$ cat src/rtl/core/rgo_pkg.sv
`timescale 1ns / 1ps
// ----------------------------------------------------------------------------
// rgo_pkg
// Shared constants and types for the radial glow orb pixel unit.
// ----------------------------------------------------------------------------
package rgo_pkg;

    // sprite square edge, pixels
    localparam int unsigned ORB_SIZE   = 180;

    localparam int unsigned PIX_W      = 8;
    localparam int unsigned CFG_W      = 9;
    localparam int unsigned CFG_IDX_W  = 1;
    localparam int unsigned WORD_W     = 32;

    // register indexes
    localparam logic [CFG_IDX_W-1:0] CFG_LEVEL = 1'b0;
    localparam logic [CFG_IDX_W-1:0] CFG_FADE  = 1'b1;
    localparam logic [CFG_W-1:0]     UNIT_MAX  = 9'd256;

    // geometry
    localparam int unsigned SQ_W       = 18;   // one squared doubled offset
    localparam int unsigned SUM_W      = 19;
    localparam int unsigned RAD_SHIFT  = 14;
    localparam int unsigned RAD_W      = 34;   // even, 17 digit pairs
    localparam int unsigned SQRT_STEPS = 17;
    localparam int unsigned D_W        = 17;   // Q9.8 distance
    localparam int unsigned DEN_W      = 14;
    localparam int unsigned BIG_R_W    = 15;

    localparam int unsigned CORE_BASE  = 5120; // 20.0 in Q8.8
    localparam int unsigned CORE_STEP  = 12;
    localparam int unsigned SPAN_BASE  = 8704; // 34.0 in Q8.8
    localparam int unsigned SPAN_STEP  = 22;
    localparam int unsigned EDGE_LO    = 384;  // 1.5
    localparam int unsigned EDGE_W     = 576;  // 1.5 + 0.75

    // Q0.16 fractions, one extra bit so 1.0 fits
    localparam int unsigned Q_W        = 16;
    localparam int unsigned F_W        = 17;
    localparam logic [F_W-1:0] ONE_Q16   = 17'h10000;
    localparam logic [17:0]    THREE_Q16 = 18'h30000;
    localparam logic [15:0]    HALO_GAIN = 16'd36045;

    // (x << 16) / 576 == (x * INV9_Q13) >> 13 for x < 576
    localparam int unsigned    EDGE_OFS_W = 10;
    localparam logic [19:0]    INV9_Q13   = 20'd932068;

    localparam int unsigned DIV_LANES = 2;
    localparam int unsigned LANE_HALO = 0;
    localparam int unsigned LANE_TC   = 1;

    localparam int unsigned NCH = 3;
    localparam logic [F_W-1:0] COL_IN   [NCH] = '{17'd65536, 17'd56361, 17'd51118};
    localparam logic [F_W-1:0] COL_RIM  [NCH] = '{17'd55706, 17'd27525, 17'd17039};
    localparam logic [F_W-1:0] COL_GLOW [NCH] = '{17'd57672, 17'd31457, 17'd20316};

    typedef struct packed {
        logic [EDGE_OFS_W-1:0] edge_ofs;  // distance past the inner edge
        logic                  t_zero;    // inside inner edge
        logic                  t_sat;     // at or beyond outer edge
        logic                  halo_en;   // strictly between core and halo radii
        logic                  tc_sat;    // at or beyond core radius
    } t_side;

    function automatic logic [CFG_W-1:0] sat_unit(input logic [CFG_W-1:0] v);
        return (v > UNIT_MAX) ? UNIT_MAX : v;
    endfunction

endpackage

$ cat src/rtl/core/rgo_div_pipe.sv
`timescale 1ns / 1ps
// ----------------------------------------------------------------------------
// rgo_div_pipe
// Two-lane pipelined fraction divider: (num << 16) / den with num < den,
// one quotient bit per stage. Sideband flags travel alongside.
// ----------------------------------------------------------------------------
module rgo_div_pipe import rgo_pkg::*; (
    input  logic                              i_clk,
    input  logic                              i_rst_n,
    input  logic                              i_en,
    input  logic                              i_valid,
    input  logic [DIV_LANES-1:0][DEN_W-1:0]   i_num,
    input  logic [DIV_LANES-1:0][DEN_W-1:0]   i_den,
    input  t_side                             i_side,
    output logic                              o_valid,
    output logic [DIV_LANES-1:0][Q_W-1:0]     o_quo,
    output t_side                             o_side
);

    logic [Q_W-1:0]                    r_v;
    logic [DIV_LANES-1:0][DEN_W-1:0]   r_rem  [Q_W];
    logic [DIV_LANES-1:0][DEN_W-1:0]   r_den  [Q_W];
    logic [DIV_LANES-1:0][Q_W-1:0]     r_q    [Q_W];
    t_side                             r_side [Q_W];

    logic [DIV_LANES-1:0][DEN_W-1:0]   p_rem  [Q_W];
    logic [DIV_LANES-1:0][DEN_W-1:0]   p_den  [Q_W];
    logic [DIV_LANES-1:0][Q_W-1:0]     p_q    [Q_W];
    t_side                             p_side [Q_W];

    logic [DIV_LANES-1:0][DEN_W-1:0]   n_rem  [Q_W];
    logic [DIV_LANES-1:0][Q_W-1:0]     n_q    [Q_W];

    for (genvar s = 0; s < Q_W; s++) begin : g_link
        if (s == 0) begin : g_first
            assign p_rem[s]  = i_num;
            assign p_den[s]  = i_den;
            assign p_q[s]    = '0;
            assign p_side[s] = i_side;
        end else begin : g_next
            assign p_rem[s]  = r_rem[s-1];
            assign p_den[s]  = r_den[s-1];
            assign p_q[s]    = r_q[s-1];
            assign p_side[s] = r_side[s-1];
        end
    end

    always_comb begin
        logic [DEN_W:0] rem_sh;
        logic [DEN_W:0] den_x;
        logic [DEN_W:0] diff;
        for (int s = 0; s < Q_W; s++) begin
            for (int l = 0; l < DIV_LANES; l++) begin
                rem_sh = {p_rem[s][l], 1'b0};
                den_x  = {1'b0, p_den[s][l]};
                diff   = rem_sh - den_x;
                if (rem_sh >= den_x) begin
                    n_rem[s][l] = diff[DEN_W-1:0];
                    n_q[s][l]   = {p_q[s][l][Q_W-2:0], 1'b1};
                end else begin
                    n_rem[s][l] = rem_sh[DEN_W-1:0];
                    n_q[s][l]   = {p_q[s][l][Q_W-2:0], 1'b0};
                end
            end
        end
    end

    always_ff @(posedge i_clk) begin
        if (!i_rst_n) begin
            r_v <= '0;
        end else if (i_en) begin
            r_v <= {r_v[Q_W-2:0], i_valid};
        end
    end

    always_ff @(posedge i_clk) begin
        if (i_en) begin
            r_rem  <= n_rem;
            r_den  <= p_den;
            r_q    <= n_q;
            r_side <= p_side;
        end
    end

    assign o_valid = r_v[Q_W-1];
    assign o_quo   = r_q[Q_W-1];
    assign o_side  = r_side[Q_W-1];

endmodule

$ cat config.mk
export PLATFORM = sky130hd
export DESIGN_NAME = rgo_div_pipe
export DESIGN_NICKNAME = d
export VERILOG_FILES = /design/src/rtl/core/rgo_pkg.sv /design/src/rtl/core/rgo_div_pipe.sv
export SDC_FILE = /design/constraint.sdc
export NUM_CORES = 2
export LEC_CHECK = 0
export BUFFER_PORTS_ARGS = -buffer_cell sky130_fd_sc_hd__buf_4
export CORE_MARGIN = 2
export CORE_UTILIZATION = 42
export CTS_CLUSTER_SIZE = 25
export DETAILED_ROUTE_END_ITERATION = 16
export GPL_TIMING_DRIVEN = 0
export PLACE_DENSITY = 0.69
export SYNTH_ARGS = -nofsm -noshare
export SYNTH_HDL_FRONTEND = slang
export SYNTH_SLANG_ARGS = --single-unit
$ cat constraint.sdc
create_clock -name i_clk -period 9.9 [get_ports i_clk]
set_input_delay 2.475 -clock i_clk [delete_from_list [all_inputs] [get_ports i_clk]]
set_output_delay 2.475 -clock i_clk [all_outputs]
set_load 0.01 [all_outputs]
==> impl_metrics.json <==
{
  "grt-ovfl-total": 0,
  "cts_tree": "done",
  "grt_pass1_wl_um": 195000,
  "whs_ps": 408,
  "via_per_inst": 5.19,
  "cts_resized": 0,
  "seq_area_mm2": 0.0404,
  "vdd_drop_max_mv": 0.210,
  "dr.pass1.iters": 7,
  "status": "finished clean",
  "synth_edf_count": 1336,
  "area_growth_pct": 12.7,
  "initial_core_util_pct": 42.3,
  "synth_cells": 5155,
  "wl_per_cell_um": 15.6,
  "clkTransAtPathRegs_ps": 60,
  "num-nets-final": 5987,
  "fin_crit_sh_pct": 57.3,
  "setup_violations": 0,
  "clock-sinks": 1352,
  "synth_area_leaders": "edfxtp_1 60%, ha_1 8.3%, mux2_2 4.0%, inv_1 3.2%, a21oi_1 2.3%",
  "wl_um": 119000,
  "place_inst": 7354,
  "htreeDepth": 4,
  "nFillCells": 13700,
  "final_cell_mix": "1,336 x edfxtp_1, 579 x inv_1, 446 x ha_1",
  "period_needed_ps": 5680,
  "path_class": "in -> reg",
  "cp-end-kind": "flop",
  "row_count": 146,
  "grt_usage_pct": 14.5,
  "dr_total_vias": 39600,
  "min_path_type": "reg -> reg",
  "die_h_um": 403,
  "antenna_found_initial": 0,
  "holdBufCountCts": 0,
  "layout_commonest_cell": "edfxtp_1",
  "tightest_slew_ps": 1030,
  "hold_path_depth": 0,
  "num_antenna_cells": 0,
  "post-cts-setup-buffer-count": 0,
  "reg2regPathDepth": 10,
  "core_area_mm2": 0.158,
  "final_cells": 7632,
  "yosysWarningCount": 0,
  "place_hpwl_um": 84500,
  "clock_latency_ps": 780,
  "grt_max_degree": 197,
  "synth-seq-cells": 1352,
  "max_clock_freq_ghz": 0.176,
  "remaining_drc_errors": 0,
  "yosys.area.top_type": "edfxtp_1",
  "rsz0062_at_grt": "false",
  "max-cap-violations": 0,
  "place_area_mm2": 0.0706,
  "powerDensity_mw_per_mm2": 293,
  "final_area_mm2": 0.0754,
  "synth_area_mm2": 0.0669,
  "async_reset_ff_share_pct": 0,
  "port-buffer-count": 120,
  "cts_buffers": 153,
  "cp.required_ps": 10550,
  "io_pins": 121,
  "drv_slew": 0,
  "finalHoldViolCount": 0,
  "grt_pass1_vias": 40300,
  "avgSynthCellArea_um2": 13.0,
  "critPathLaunchType": "input port",
  "relSlewSlack_pct": 31.2,
  "worst_ep_arrival_time_ps": 6330,
  "antenna_left": 0,
  "root_buffer": "clkbuf_16",
  "ys_types": 88,
  "synth_top_flop_cell": "edfxtp_1",
  "die_area_mm2": 0.162,
  "die_w_um": 403,
  "drive_gt1_share_pct": 12.2,
  "clock_skew_ps": 40.3,
  "syn_nets": 5705,
  "crit_fanout": 189,
  "gp_congestion": 0.918,
  "seq_area_frac_synth_pct": 60.5,
  "drt_iter0_drc": 2039,
  "cts_buffer_depth": 3,
  "synth_top_area_share_pct": 60.0,
  "fin_util_pct": 47.7,
  "multi_input_area_mm2": 0.0239,
  "p_leak_uw": 0.0297
}
[power breakdown]
part	total [uW]	internal, uW	switching (uW)
registers	8570	7970	604
clock network	5340	3110	2240
logic	8160	3700	4460
[state kept, by name (all words and copies together), names as in the netlist]
signal and count:
p_den 420, p_rem 420, p_q 240, p_side 210, o_quo 32, r_v 16
o_side 14
[critical path, cell delays in order]
cell and delay, ps:
buf_16 280, buf_16 450, buf_16 600, buf_16 610
clkbuf_1 430, clkbuf_1 550, mux2i_1 250, nor2b_1 60
[kinds of logic (layout without fill, tap and decap cells)]
group,after synthesis,after routing,share of synthesized area (%)
DFF,1352,1352,60.5
AOI/OAI and AO/OA,1213,1213,12.1
and+or+nand+nor,959,959,6.87
buffers and inverters,650,1055,3.73
adders and majority gates,476,476,9.24
muxes,268,268,4.52
xor gates and xnor gates,237,237,3.10
[routing by layer]
metal | global-route usage, % | up-vias | share of wire, %
li1 | - | 19800 | -
met2 | 26.5 | 752 | 51
met3 | 2.45 | 288 | 3.3
met1 | 16.3 | 18800 | 41
met4 | 7.27 | 0 | 4.5
met5 | 0 | - | 0
[worst paths after layout]
check | slack [ps] | end | startpoint
hold / removal | 410 | p_q[21] | p_q[52]
hold reg to reg | 410 | p_q[21] | p_q[52]
setup / recovery | 4220 | r_v[9] | i_en
setup reg to reg | 6370 | p_rem[244] | p_den[267]
[area by class of cell]
cell class | count | area share (%)
plain buffers | 68 | 0.415
clock inverters | 91 | 1.03
multi-input cells | 3153 | 31.8
well taps | 2072 | 3.44
clock buffers | 187 | 5.36
inverters | 582 | 2.90
repair buffers | 127 | 1.48
flip-flops and latches | 1352 | 53.6
[Yosys cell counts, types with 79 or more instances]
cell      count
a21oi_1     303
a211oi_1     79
nor2_1      362
xnor2_1     131
a21o_1      129
xor2_1      106
o21ai_0     252
inv_1       579
ha_1        446
edfxtp_1   1336
mux2_2      238
nand2_1     197
[stage by stage]
stage	total power (uW)	TNS (ps)	setup slack [ps]
after detailed placement	16700	0	3340
final	22100	0	4220
after global routing	23600	0	3870
after CTS	22200	0	4210
after floorplan	14800	0	5020
after global placement	16600	-6557960	-5780
No activity file was read; power rests on OpenSTA's default activity.
