==> config.mk <==
export PLATFORM = sky130hd
export DESIGN_NAME = rgo_sqrt_pipe
export DESIGN_NICKNAME = d
export VERILOG_FILES = /design/src/rtl/core/rgo_pkg.sv /design/src/rtl/core/rgo_sqrt_pipe.sv
export SDC_FILE = /design/constraint.sdc
export NUM_CORES = 1
export LEC_CHECK = 0
export BUFFER_PORTS_ARGS = -buffer_cell sky130_fd_sc_hd__buf_4
export CAP_MARGIN = 25
export CORE_ASPECT_RATIO = 0.75
export CORE_UTILIZATION = 60
export CTS_CLUSTER_DIAMETER = 50
export DETAILED_ROUTE_END_ITERATION = 7
export PLACE_DENSITY = 0.77
export SETUP_SLACK_MARGIN = 0.3
export SYNTH_ARGS = -nofsm -noshare
export SYNTH_HDL_FRONTEND = slang
export SYNTH_SLANG_ARGS = --single-unit
==> constraint.sdc <==
create_clock -name i_clk -period 6.3 [get_ports i_clk]
set_input_delay 0.315 -clock i_clk [delete_from_list [all_inputs] [get_ports i_clk]]
set_output_delay 0.315 -clock i_clk [all_outputs]
set_load 0.02 [all_outputs]
==> src/rtl/core/rgo_pkg.sv <==
`timescale 1ns / 1ps
// ----------------------------------------------------------------------------
// rgo_pkg
// Shared constants and types for the radial glow orb pixel unit.
// ----------------------------------------------------------------------------
package rgo_pkg;

    // sprite square edge, pixels
    localparam int unsigned ORB_SIZE   = 180;

    localparam int unsigned PIX_W      = 8;
    localparam int unsigned CFG_W      = 9;
    localparam int unsigned CFG_IDX_W  = 1;
    localparam int unsigned WORD_W     = 32;

    // register indexes
    localparam logic [CFG_IDX_W-1:0] CFG_LEVEL = 1'b0;
    localparam logic [CFG_IDX_W-1:0] CFG_FADE  = 1'b1;
    localparam logic [CFG_W-1:0]     UNIT_MAX  = 9'd256;

    // geometry
    localparam int unsigned SQ_W       = 18;   // one squared doubled offset
    localparam int unsigned SUM_W      = 19;
    localparam int unsigned RAD_SHIFT  = 14;
    localparam int unsigned RAD_W      = 34;   // even, 17 digit pairs
    localparam int unsigned SQRT_STEPS = 17;
    localparam int unsigned D_W        = 17;   // Q9.8 distance
    localparam int unsigned DEN_W      = 14;
    localparam int unsigned BIG_R_W    = 15;

    localparam int unsigned CORE_BASE  = 5120; // 20.0 in Q8.8
    localparam int unsigned CORE_STEP  = 12;
    localparam int unsigned SPAN_BASE  = 8704; // 34.0 in Q8.8
    localparam int unsigned SPAN_STEP  = 22;
    localparam int unsigned EDGE_LO    = 384;  // 1.5
    localparam int unsigned EDGE_W     = 576;  // 1.5 + 0.75

    // Q0.16 fractions, one extra bit so 1.0 fits
    localparam int unsigned Q_W        = 16;
    localparam int unsigned F_W        = 17;
    localparam logic [F_W-1:0] ONE_Q16   = 17'h10000;
    localparam logic [17:0]    THREE_Q16 = 18'h30000;
    localparam logic [15:0]    HALO_GAIN = 16'd36045;

    // (x << 16) / 576 == (x * INV9_Q13) >> 13 for x < 576
    localparam int unsigned    EDGE_OFS_W = 10;
    localparam logic [19:0]    INV9_Q13   = 20'd932068;

    localparam int unsigned DIV_LANES = 2;
    localparam int unsigned LANE_HALO = 0;
    localparam int unsigned LANE_TC   = 1;

    localparam int unsigned NCH = 3;
    localparam logic [F_W-1:0] COL_IN   [NCH] = '{17'd65536, 17'd56361, 17'd51118};
    localparam logic [F_W-1:0] COL_RIM  [NCH] = '{17'd55706, 17'd27525, 17'd17039};
    localparam logic [F_W-1:0] COL_GLOW [NCH] = '{17'd57672, 17'd31457, 17'd20316};

    typedef struct packed {
        logic [EDGE_OFS_W-1:0] edge_ofs;  // distance past the inner edge
        logic                  t_zero;    // inside inner edge
        logic                  t_sat;     // at or beyond outer edge
        logic                  halo_en;   // strictly between core and halo radii
        logic                  tc_sat;    // at or beyond core radius
    } t_side;

    function automatic logic [CFG_W-1:0] sat_unit(input logic [CFG_W-1:0] v);
        return (v > UNIT_MAX) ? UNIT_MAX : v;
    endfunction

endpackage

==> src/rtl/core/rgo_sqrt_pipe.sv <==
`timescale 1ns / 1ps
// ----------------------------------------------------------------------------
// rgo_sqrt_pipe
// Pipelined floor square root, one result bit per stage.
// ----------------------------------------------------------------------------
module rgo_sqrt_pipe import rgo_pkg::*; (
    input  logic             i_clk,
    input  logic             i_rst_n,
    input  logic             i_en,
    input  logic             i_valid,
    input  logic [RAD_W-1:0] i_rad,
    output logic             o_valid,
    output logic [D_W-1:0]   o_root
);

    localparam int unsigned REM_W = D_W + 3;

    logic [SQRT_STEPS-1:0] r_v;
    logic [RAD_W-1:0]      r_rad [SQRT_STEPS];
    logic [REM_W-1:0]      r_rem [SQRT_STEPS];
    logic [D_W-1:0]        r_q   [SQRT_STEPS];

    logic [RAD_W-1:0]      p_rad [SQRT_STEPS];
    logic [REM_W-1:0]      p_rem [SQRT_STEPS];
    logic [D_W-1:0]        p_q   [SQRT_STEPS];

    logic [RAD_W-1:0]      n_rad [SQRT_STEPS];
    logic [REM_W-1:0]      n_rem [SQRT_STEPS];
    logic [D_W-1:0]        n_q   [SQRT_STEPS];

    for (genvar s = 0; s < SQRT_STEPS; s++) begin : g_link
        if (s == 0) begin : g_first
            assign p_rad[s] = i_rad;
            assign p_rem[s] = '0;
            assign p_q[s]   = '0;
        end else begin : g_next
            assign p_rad[s] = r_rad[s-1];
            assign p_rem[s] = r_rem[s-1];
            assign p_q[s]   = r_q[s-1];
        end
    end

    always_comb begin
        logic [REM_W-1:0] rem_sh;
        logic [REM_W-1:0] trial;
        for (int s = 0; s < SQRT_STEPS; s++) begin
            rem_sh   = {p_rem[s][REM_W-3:0], p_rad[s][RAD_W-1 -: 2]};
            trial    = {1'b0, p_q[s], 2'b01};
            n_rad[s] = {p_rad[s][RAD_W-3:0], 2'b00};
            if (rem_sh >= trial) begin
                n_rem[s] = rem_sh - trial;
                n_q[s]   = {p_q[s][D_W-2:0], 1'b1};
            end else begin
                n_rem[s] = rem_sh;
                n_q[s]   = {p_q[s][D_W-2:0], 1'b0};
            end
        end
    end

    always_ff @(posedge i_clk) begin
        if (!i_rst_n) begin
            r_v <= '0;
        end else if (i_en) begin
            r_v <= {r_v[SQRT_STEPS-2:0], i_valid};
        end
    end

    always_ff @(posedge i_clk) begin
        if (i_en) begin
            r_rad <= n_rad;
            r_rem <= n_rem;
            r_q   <= n_q;
        end
    end

    assign o_valid = r_v[SQRT_STEPS-1];
    assign o_root  = r_q[SQRT_STEPS-1];

endmodule

==> results.py, run 1 <==
metrics = {
    "run_status": {
        "outcome": "finished clean",
    },
    "finish": {
        "most-common-layout-cells": "edfxtp_1 (693), inv_1 (197), ha_1 (171)",
        "area_delta_synth_final_pct": 12.4,
        "drive_gt1_share_pct": 8.20,
        "antenna_cells": 0,
        "fin_util_pct": 68.5,
        "fin_nets": 2768,
        "layout_commonest_cell": "edfxtp_1",
    },
    "routing": {
        "drt-total-wl_mm": 58.3,
        "drt-initial-drc-count": 1714,
        "wl_per_cell_um": 17.5,
        "detail_route.vias_per_cell": 5.74,
        "route.detailed.drc": 0,
        "firstDrtPassIters": 7,
        "ant_nets": 0,
        "vias": 19100,
    },
    "global_route": {
        "groute.usage.overall_pct": 21.6,
        "grt_max_degree": 186,
        "antenna_found_initial": 0,
        "grt_pass1_wl_mm": 94.9,
        "grt_pass1_vias": 18600,
        "grt_overflow": 0,
    },
    "sta": {
        "finClkSkew_ps": 35.0,
        "hold_violations": 0,
        "setup-tns-final_ps": 0,
        "timing.slew.headroom_pct": 24.0,
        "grt_setup_unrepaired": "no",
        "slew_violations": 0,
        "timing.final.crit_share_pct": 54.9,
        "layout_min_cycle_time_ps": 3460,
        "clock.fmax_mhz": 289,
        "finalSetupViolCount": 0,
        "worstMarginPinSlew_ps": 1120,
    },
    "critical_path": {
        "cp.arrival_ps": 3820,
        "critPathMaxFanout": 21,
        "slowest_stage": "nor3_1",
        "cp_data_required_time_ps": 6660,
        "crit_family": "simple AND/OR/NAND/NOR gates",
        "max_stage_delay_ps": 610,
        "startpoint_type": "flop",
        "cp-end-kind": "flop",
        "cp_cell_sequence": "ha_1 > nand4_1 > a211oi_1 > nor3_1 > o21ai_1 > nor4b_4 > buf_4 > inv_2 > mux2_1",
        "path_buf_inv": 2,
        "criticalPathCategory": "reg2reg",
    },
    "floorplan": {
        "rows": 73,
        "pin_count": 56,
        "initial_utilization_pct": 60.9,
        "design.die.area_um2": 54800,
        "fp.dieH_um": 203,
        "core-area_um2": 53100,
        "die_w_um": 270,
    },
    "placement": {
        "gp_congestion": 0.913,
        "io_buffers": 55,
        "hpwl_mm": 39.4,
    },
    "synthesis": {
        "synth_seq_area_share_pct": 65.4,
        "synth_warnings": 0,
        "ys_top_cells_by_area": "edfxtp_1 (64%), ha_1 (6.6%), xnor2_1 (3.0%), xor2_1 (2.6%), inv_1 (2.3%)",
        "synth_nets": 2623,
        "synth_top_area_cell": "edfxtp_1",
        "ys_ff_latch": 710,
        "synth_area_um2": 32300,
        "async_flop_share_pct": 0,
        "synth_edf_count": 693,
        "ys.flop_type": "edfxtp_1",
        "syn_inst": 2414,
        "synth.top_cell.area_share_pct": 64.3,
        "yosysUniqueCellTypes": 85,
        "avgSynthCellArea_um2": 13.4,
    },
    "clock_tree": {
        "cts_resized": 0,
        "clkTransAtPathRegs_ps": 60,
        "clock-sinks": 710,
        "cts_tree": "yes",
        "clk_latency_ps": 630,
        "cts-buffers-inserted": 70,
        "clk_path_buf_depth": 3,
        "htree_num_levels": 3,
        "cts_setup_buffers": 0,
        "root_buffer": "clkbuf_16",
    },
    "power": {
        "cellLeakagePower_nw": 13.9,
        "vdd_drop_max_mv": 0.268,
        "powerDensity_nw_per_um2": 335,
    },
    "hold_path": {
        "hold_path_class": "in2reg",
    },
    "run": {
        "cap_violations": 0,
    },
}
## cell type report
class,instances,area (um2)
tap,712,891
multi-input combinational,1472,10300
clock buffer,80,1790
fill,3608,16700
timing repair buffer,105,932
inverter,200,753
clock inverter,44,515
sequential,710,21200
## synthesized netlist by cell type, types with 6 or more instances
| cell type | count |
|---|---|
| or3_1 | 27 |
| nor2_1 | 150 |
| nor2b_1 | 39 |
| o211ai_1 | 12 |
| o31ai_1 | 14 |
| and2_1 | 8 |
| xor2_1 | 96 |
| o41ai_1 | 7 |
| nor4_1 | 29 |
| inv_1 | 197 |
| xnor2_1 | 109 |
| ha_1 | 171 |
| a21oi_1 | 134 |
| edfxtp_1 | 693 |
| or4_1 | 7 |
| buf_2 | 9 |
| mux2_2 | 19 |
| o21a_1 | 27 |
| o21ai_1 | 22 |
| a21o_1 | 31 |
| a31oi_1 | 7 |
| nand2b_1 | 28 |
| o2111ai_1 | 6 |
| dfxtp_1 | 17 |
| nand2_1 | 152 |
| mux2i_1 | 26 |
| mux2_1 | 10 |
| a211oi_1 | 20 |
| and3_1 | 12 |
| o21bai_1 | 10 |
| o21ai_0 | 102 |
| nand4_1 | 15 |
| nor3_1 | 62 |
| clkbuf_1 | 21 |
| nand3_1 | 29 |
## flip-flops by register name, indices dropped and copies added (netlist names)
signal and cells:
p_rad 32, n_rad 240, o_root 17, p_q 136, r_v 17, p_rem 268
## per-layer routing
metal	GRT usage, %	vias up	routed length [um]
met5	0	-	0
met4	6.37	0	996
met3	3.91	79	3700
met2	32.8	545	25900
met1	32.0	9224	27700
li1	-	9228	-
## worst paths after layout
kind                                  from          to  slack [ps]  cells past startpoint
worst min-delay path                  i_en  n_rad[515]         210                      1
worst max register to register   p_rem[84]   p_rem[70]        2840                      9
worst max-delay path             p_rem[84]   p_rem[70]        2840                      9
worst min register to register  n_rad[470]  n_rad[438]         410                      0
## logic make-up (layout without fill, tap and decap cells)
kind of cell,count (synthesis),count (layout),synth area share (%)
fa+ha+maj,171,171,6.62
compound gates,446,446,8.66
buf+inv,232,429,2.75
mux,55,55,1.81
simple gates,594,594,9.20
xor+xnor,205,205,5.55
flops,710,710,65.4
other cells,1,1,0.0116
## what timing repair did
action | CTS | global route
hold buffers | 38 | 0
endpoints found under the hold margin | 51 | 0
setup endpoints to repair | 0 | 0
## power breakdown
| part | switching, mW | internal [mW] |
|---|---|---|
| logic | 1.07 | 0.799 |
| clock network | 1.80 | 2.37 |
| registers | 0.295 | 5.83 |
| total | 3.17 | 9.00 |
## metrics by stage
step / cells / hold WS, ps / setup WS, ps / area [um2] / total power [mW]
floorplan: 2414 / 400 / 3590 / 32300 / 7.44
global placement: 3159 / 400 / 3070 / 33600 / 7.93
detailed placement: 3160 / 405 / 2960 / 33600 / 8.02
CTS: 3322 / 200 / 2930 / 36300 / 12.2
global route: 3323 / 212 / 2670 / 36300 / 12.7
finish: 3323 / 210 / 2840 / 36300 / 12.2
Note: power is estimated with default switching activity, not from simulation.
==> run 2, diff against run 1 <==
Settings changed: ABC_AREA from default to 1, PLACE_DENSITY 0.77 to 0.76.
Clock period 6.3 ns to 3.31 ns, I/O delays scaled along.
==> run 2 against run 1 <==
  * Sequential power up 88%
  * Maximum frequency up 36%
  * Utilization about the same
  * Synthesized cell count up 55%
  * Via count up 34%
  * Largest cell class unchanged
  * Clock skew down 15 ps
  * Register-to-register slack worse by 2100 ps
  * Critical path type unchanged
  * Sequential share of layout area down 6.2 points
==> results.py, run 2 <==
metrics = {
    "run": {
        "cap_violations": 0,
    },
    "run_status": {
        "outcome": "finished clean",
    },
    "clock_tree": {
        "cts_tree": "yes",
        "clk_path_buf_depth": 3,
        "cts_setup_buffers": 0,
        "cts_resized": 0,
        "ctsHoldBuffers": 39,
        "cts-buffers-inserted": 74,
        "clock-sinks": 710,
        "htree_num_levels": 3,
        "clk_latency_ps": 630,
        "clkTransAtPathRegs_ps": 70,
        "root_buffer": "clkbuf_16",
    },
    "critical_path": {
        "cp_data_required_time_ps": 3660,
        "slowest_stage": "nor2_4",
        "cpMostUsedCell": "nand2_1",
        "max_stage_delay_ps": 510,
        "startpoint_type": "flop",
        "cp-end-kind": "flop",
        "cp_cell_sequence": "ha_1 > nand2_1 > nand2_1 > a21boi_0 > nand4_1 > nor2_4 > o21ai_0",
        "criticalPathCategory": "reg2reg",
        "critPathMaxFanout": 19,
        "crit_family": "simple AND/OR/NAND/NOR gates",
        "path_buf_inv": 0,
        "cp.arrival_ps": 2880,
    },
    "synthesis": {
        "yosysUniqueCellTypes": 51,
        "ys_top_cells_by_count": "nand2_1 (1055), edfxtp_1 (693), inv_1 (570), nor2_1 (303), nand3_1 (225)",
        "synth.top_cell.area_share_pct": 57.1,
        "synth_top_area_cell": "edfxtp_1",
        "synth_area_um2": 36400,
        "ys_ff_latch": 710,
        "synth_seq_area_share_pct": 58.1,
        "avgSynthCellArea_um2": 9.73,
        "async_flop_share_pct": 0,
        "ys_top_cells_by_area": "edfxtp_1 (57%), nand2_1 (11%), ha_1 (5.9%), inv_1 (5.9%), nor2_1 (3.1%)",
        "synth_nets": 3953,
        "ys.flop_type": "edfxtp_1",
        "synth_most_common_cell": "nand2_1",
        "synth_warnings": 0,
        "syn_inst": 3744,
        "synth_edf_count": 693,
    },
    "hold_path": {
        "hold_path_class": "in2reg",
    },
    "sta": {
        "hold_violations": 0,
        "setup-tns-final_ps": 0,
        "finClkSkew_ps": 20.4,
        "slew_violations": 0,
        "timing.final.crit_share_pct": 76.6,
        "grt_setup_unrepaired": "no",
        "timing.slew.headroom_pct": 53.8,
        "clock.fmax_mhz": 394,
        "finalSetupViolCount": 0,
        "worstMarginPinSlew_ps": 692,
        "layout_min_cycle_time_ps": 2540,
    },
    "global_route": {
        "groute.usage.overall_pct": 25.6,
        "antenna_found_initial": 0,
        "grt_pass1_vias": 24100,
        "grt_pass1_wl_mm": 125,
        "grt_overflow": 0,
        "grt_max_degree": 126,
    },
    "routing": {
        "detail_route.vias_per_cell": 5.38,
        "drt-total-wl_mm": 77.4,
        "wl_per_cell_um": 16.3,
        "firstDrtPassIters": 6,
        "vias": 25500,
        "ant_nets": 0,
        "route.detailed.drc": 0,
        "drt-initial-drc-count": 2652,
    },
    "placement": {
        "gp_congestion": 0.915,
        "hpwl_mm": 55.5,
        "io_buffers": 55,
        "place_inst": 4569,
    },
    "finish": {
        "antenna_cells": 0,
        "area_delta_synth_final_pct": 11.7,
        "final_cells": 4745,
        "largest_reg_flops": 268,
        "fin_nets": 4103,
        "fillers": 4421,
        "most-common-layout-cells": "nand2_1 (1055), edfxtp_1 (693), inv_1 (570)",
        "layout_commonest_cell": "nand2_1",
        "drive_gt1_share_pct": 8.52,
    },
    "floorplan": {
        "core-area_um2": 59400,
        "pin_count": 56,
        "fp.dieH_um": 215,
        "rows": 77,
        "initial_utilization_pct": 61.3,
        "design.die.area_um2": 61700,
        "die_w_um": 286,
    },
    "power": {
        "powerDensity_nw_per_um2": 602,
        "cellLeakagePower_nw": 17.9,
        "vdd_drop_max_mv": 0.482,
    },
}
==> run 2: changes by cell type after synthesis, moves of 29 or more <==
cell,previous run,this run
a21oi_2,0,31
inv_1,197,570
nor2_1,150,303
nor2b_1,39,0
nand4_1,15,56
a21o_1,31,2
xnor2_1,109,48
nand2_1,152,1055
o21ai_2,0,30
nor3_1,62,25
nand3_1,29,225
xor2_1,96,65
==> run 2: kinds of logic after synthesis <==
logic type / after synthesis / share of synthesized area [%]
and+or+nand+nor: 1772 / 20.7
DFF: 710 / 58.1
xor gates and xnor gates: 113 / 2.72
AOI/OAI and AO/OA: 357 / 5.78
adders and majority gates: 171 / 5.87
other: 1 / 0.0103
buffers and inverters: 620 / 6.86
==> run 2: final timing paths <==
check             startpoint    endpoint  slack [ps]  cells past startpoint
hold reg to reg   n_rad[361]  n_rad[329]         410                      0
setup reg to reg  p_rem[223]  p_rem[205]         770                      7
setup / recovery  p_rem[223]  p_rem[205]         770                      7
hold / removal      i_rad[5]  n_rad[519]         240                      2
==> run 2: per-stage QoR <==
stage | power, mW | hold slack (ps) | setup slack [ps] | utilization, % | cell area, um2
after floorplan | 14.6 | 264 | 1380 | - | 36400
after global placement | 15.8 | 344 | 812 | 63.5 | 37700
after detailed placement | 15.9 | 345 | 823 | 63.5 | 37700
after CTS | 24.5 | 206 | 792 | 68.4 | 40700
after global routing | 25.6 | 226 | 478 | 68.4 | 40700
final | 24.5 | 241 | 773 | 68.4 | 40700
==> run 2: report_power, final <==
group          internal, mW  switching, mW
sequential             11.0          0.543
clock                  4.93           3.65
combinational          1.53           2.82
==> run 2: routing by layer <==
metal / track usage (%) / vias to the layer above / routed length (um)
met4: 6.15 / 0 / 1690
met2: 39.0 / 875 / 34100
met3: 4.47 / 134 / 5800
met1: 38.2 / 11800 / 35900
li1: - / 12700 / -
met5: 0 / - / 0
==> run 2: worst register-to-register path, cell delays in order (launching register included) <==
cell and delay, ps:
edfxtp_1 410, ha_1 370, nand2_1 90, nand2_1 60, a21boi_0 320, nand4_1 250, nor2_4 510, o21ai_0 240
==> run 2: final cells by class <==
type                            count  area [um2]  share of cell area, %
Tap cell                          790         988                   2.43
Multi-Input combinational cell   2414       12800                   31.4
Sequential cell                   710       21200                   52.0
Clock inverter                     52         542                   1.33
Timing Repair Buffer              108        1020                   2.50
Inverter                          586        2210                   5.43
Clock buffer                       85        2010                   4.94
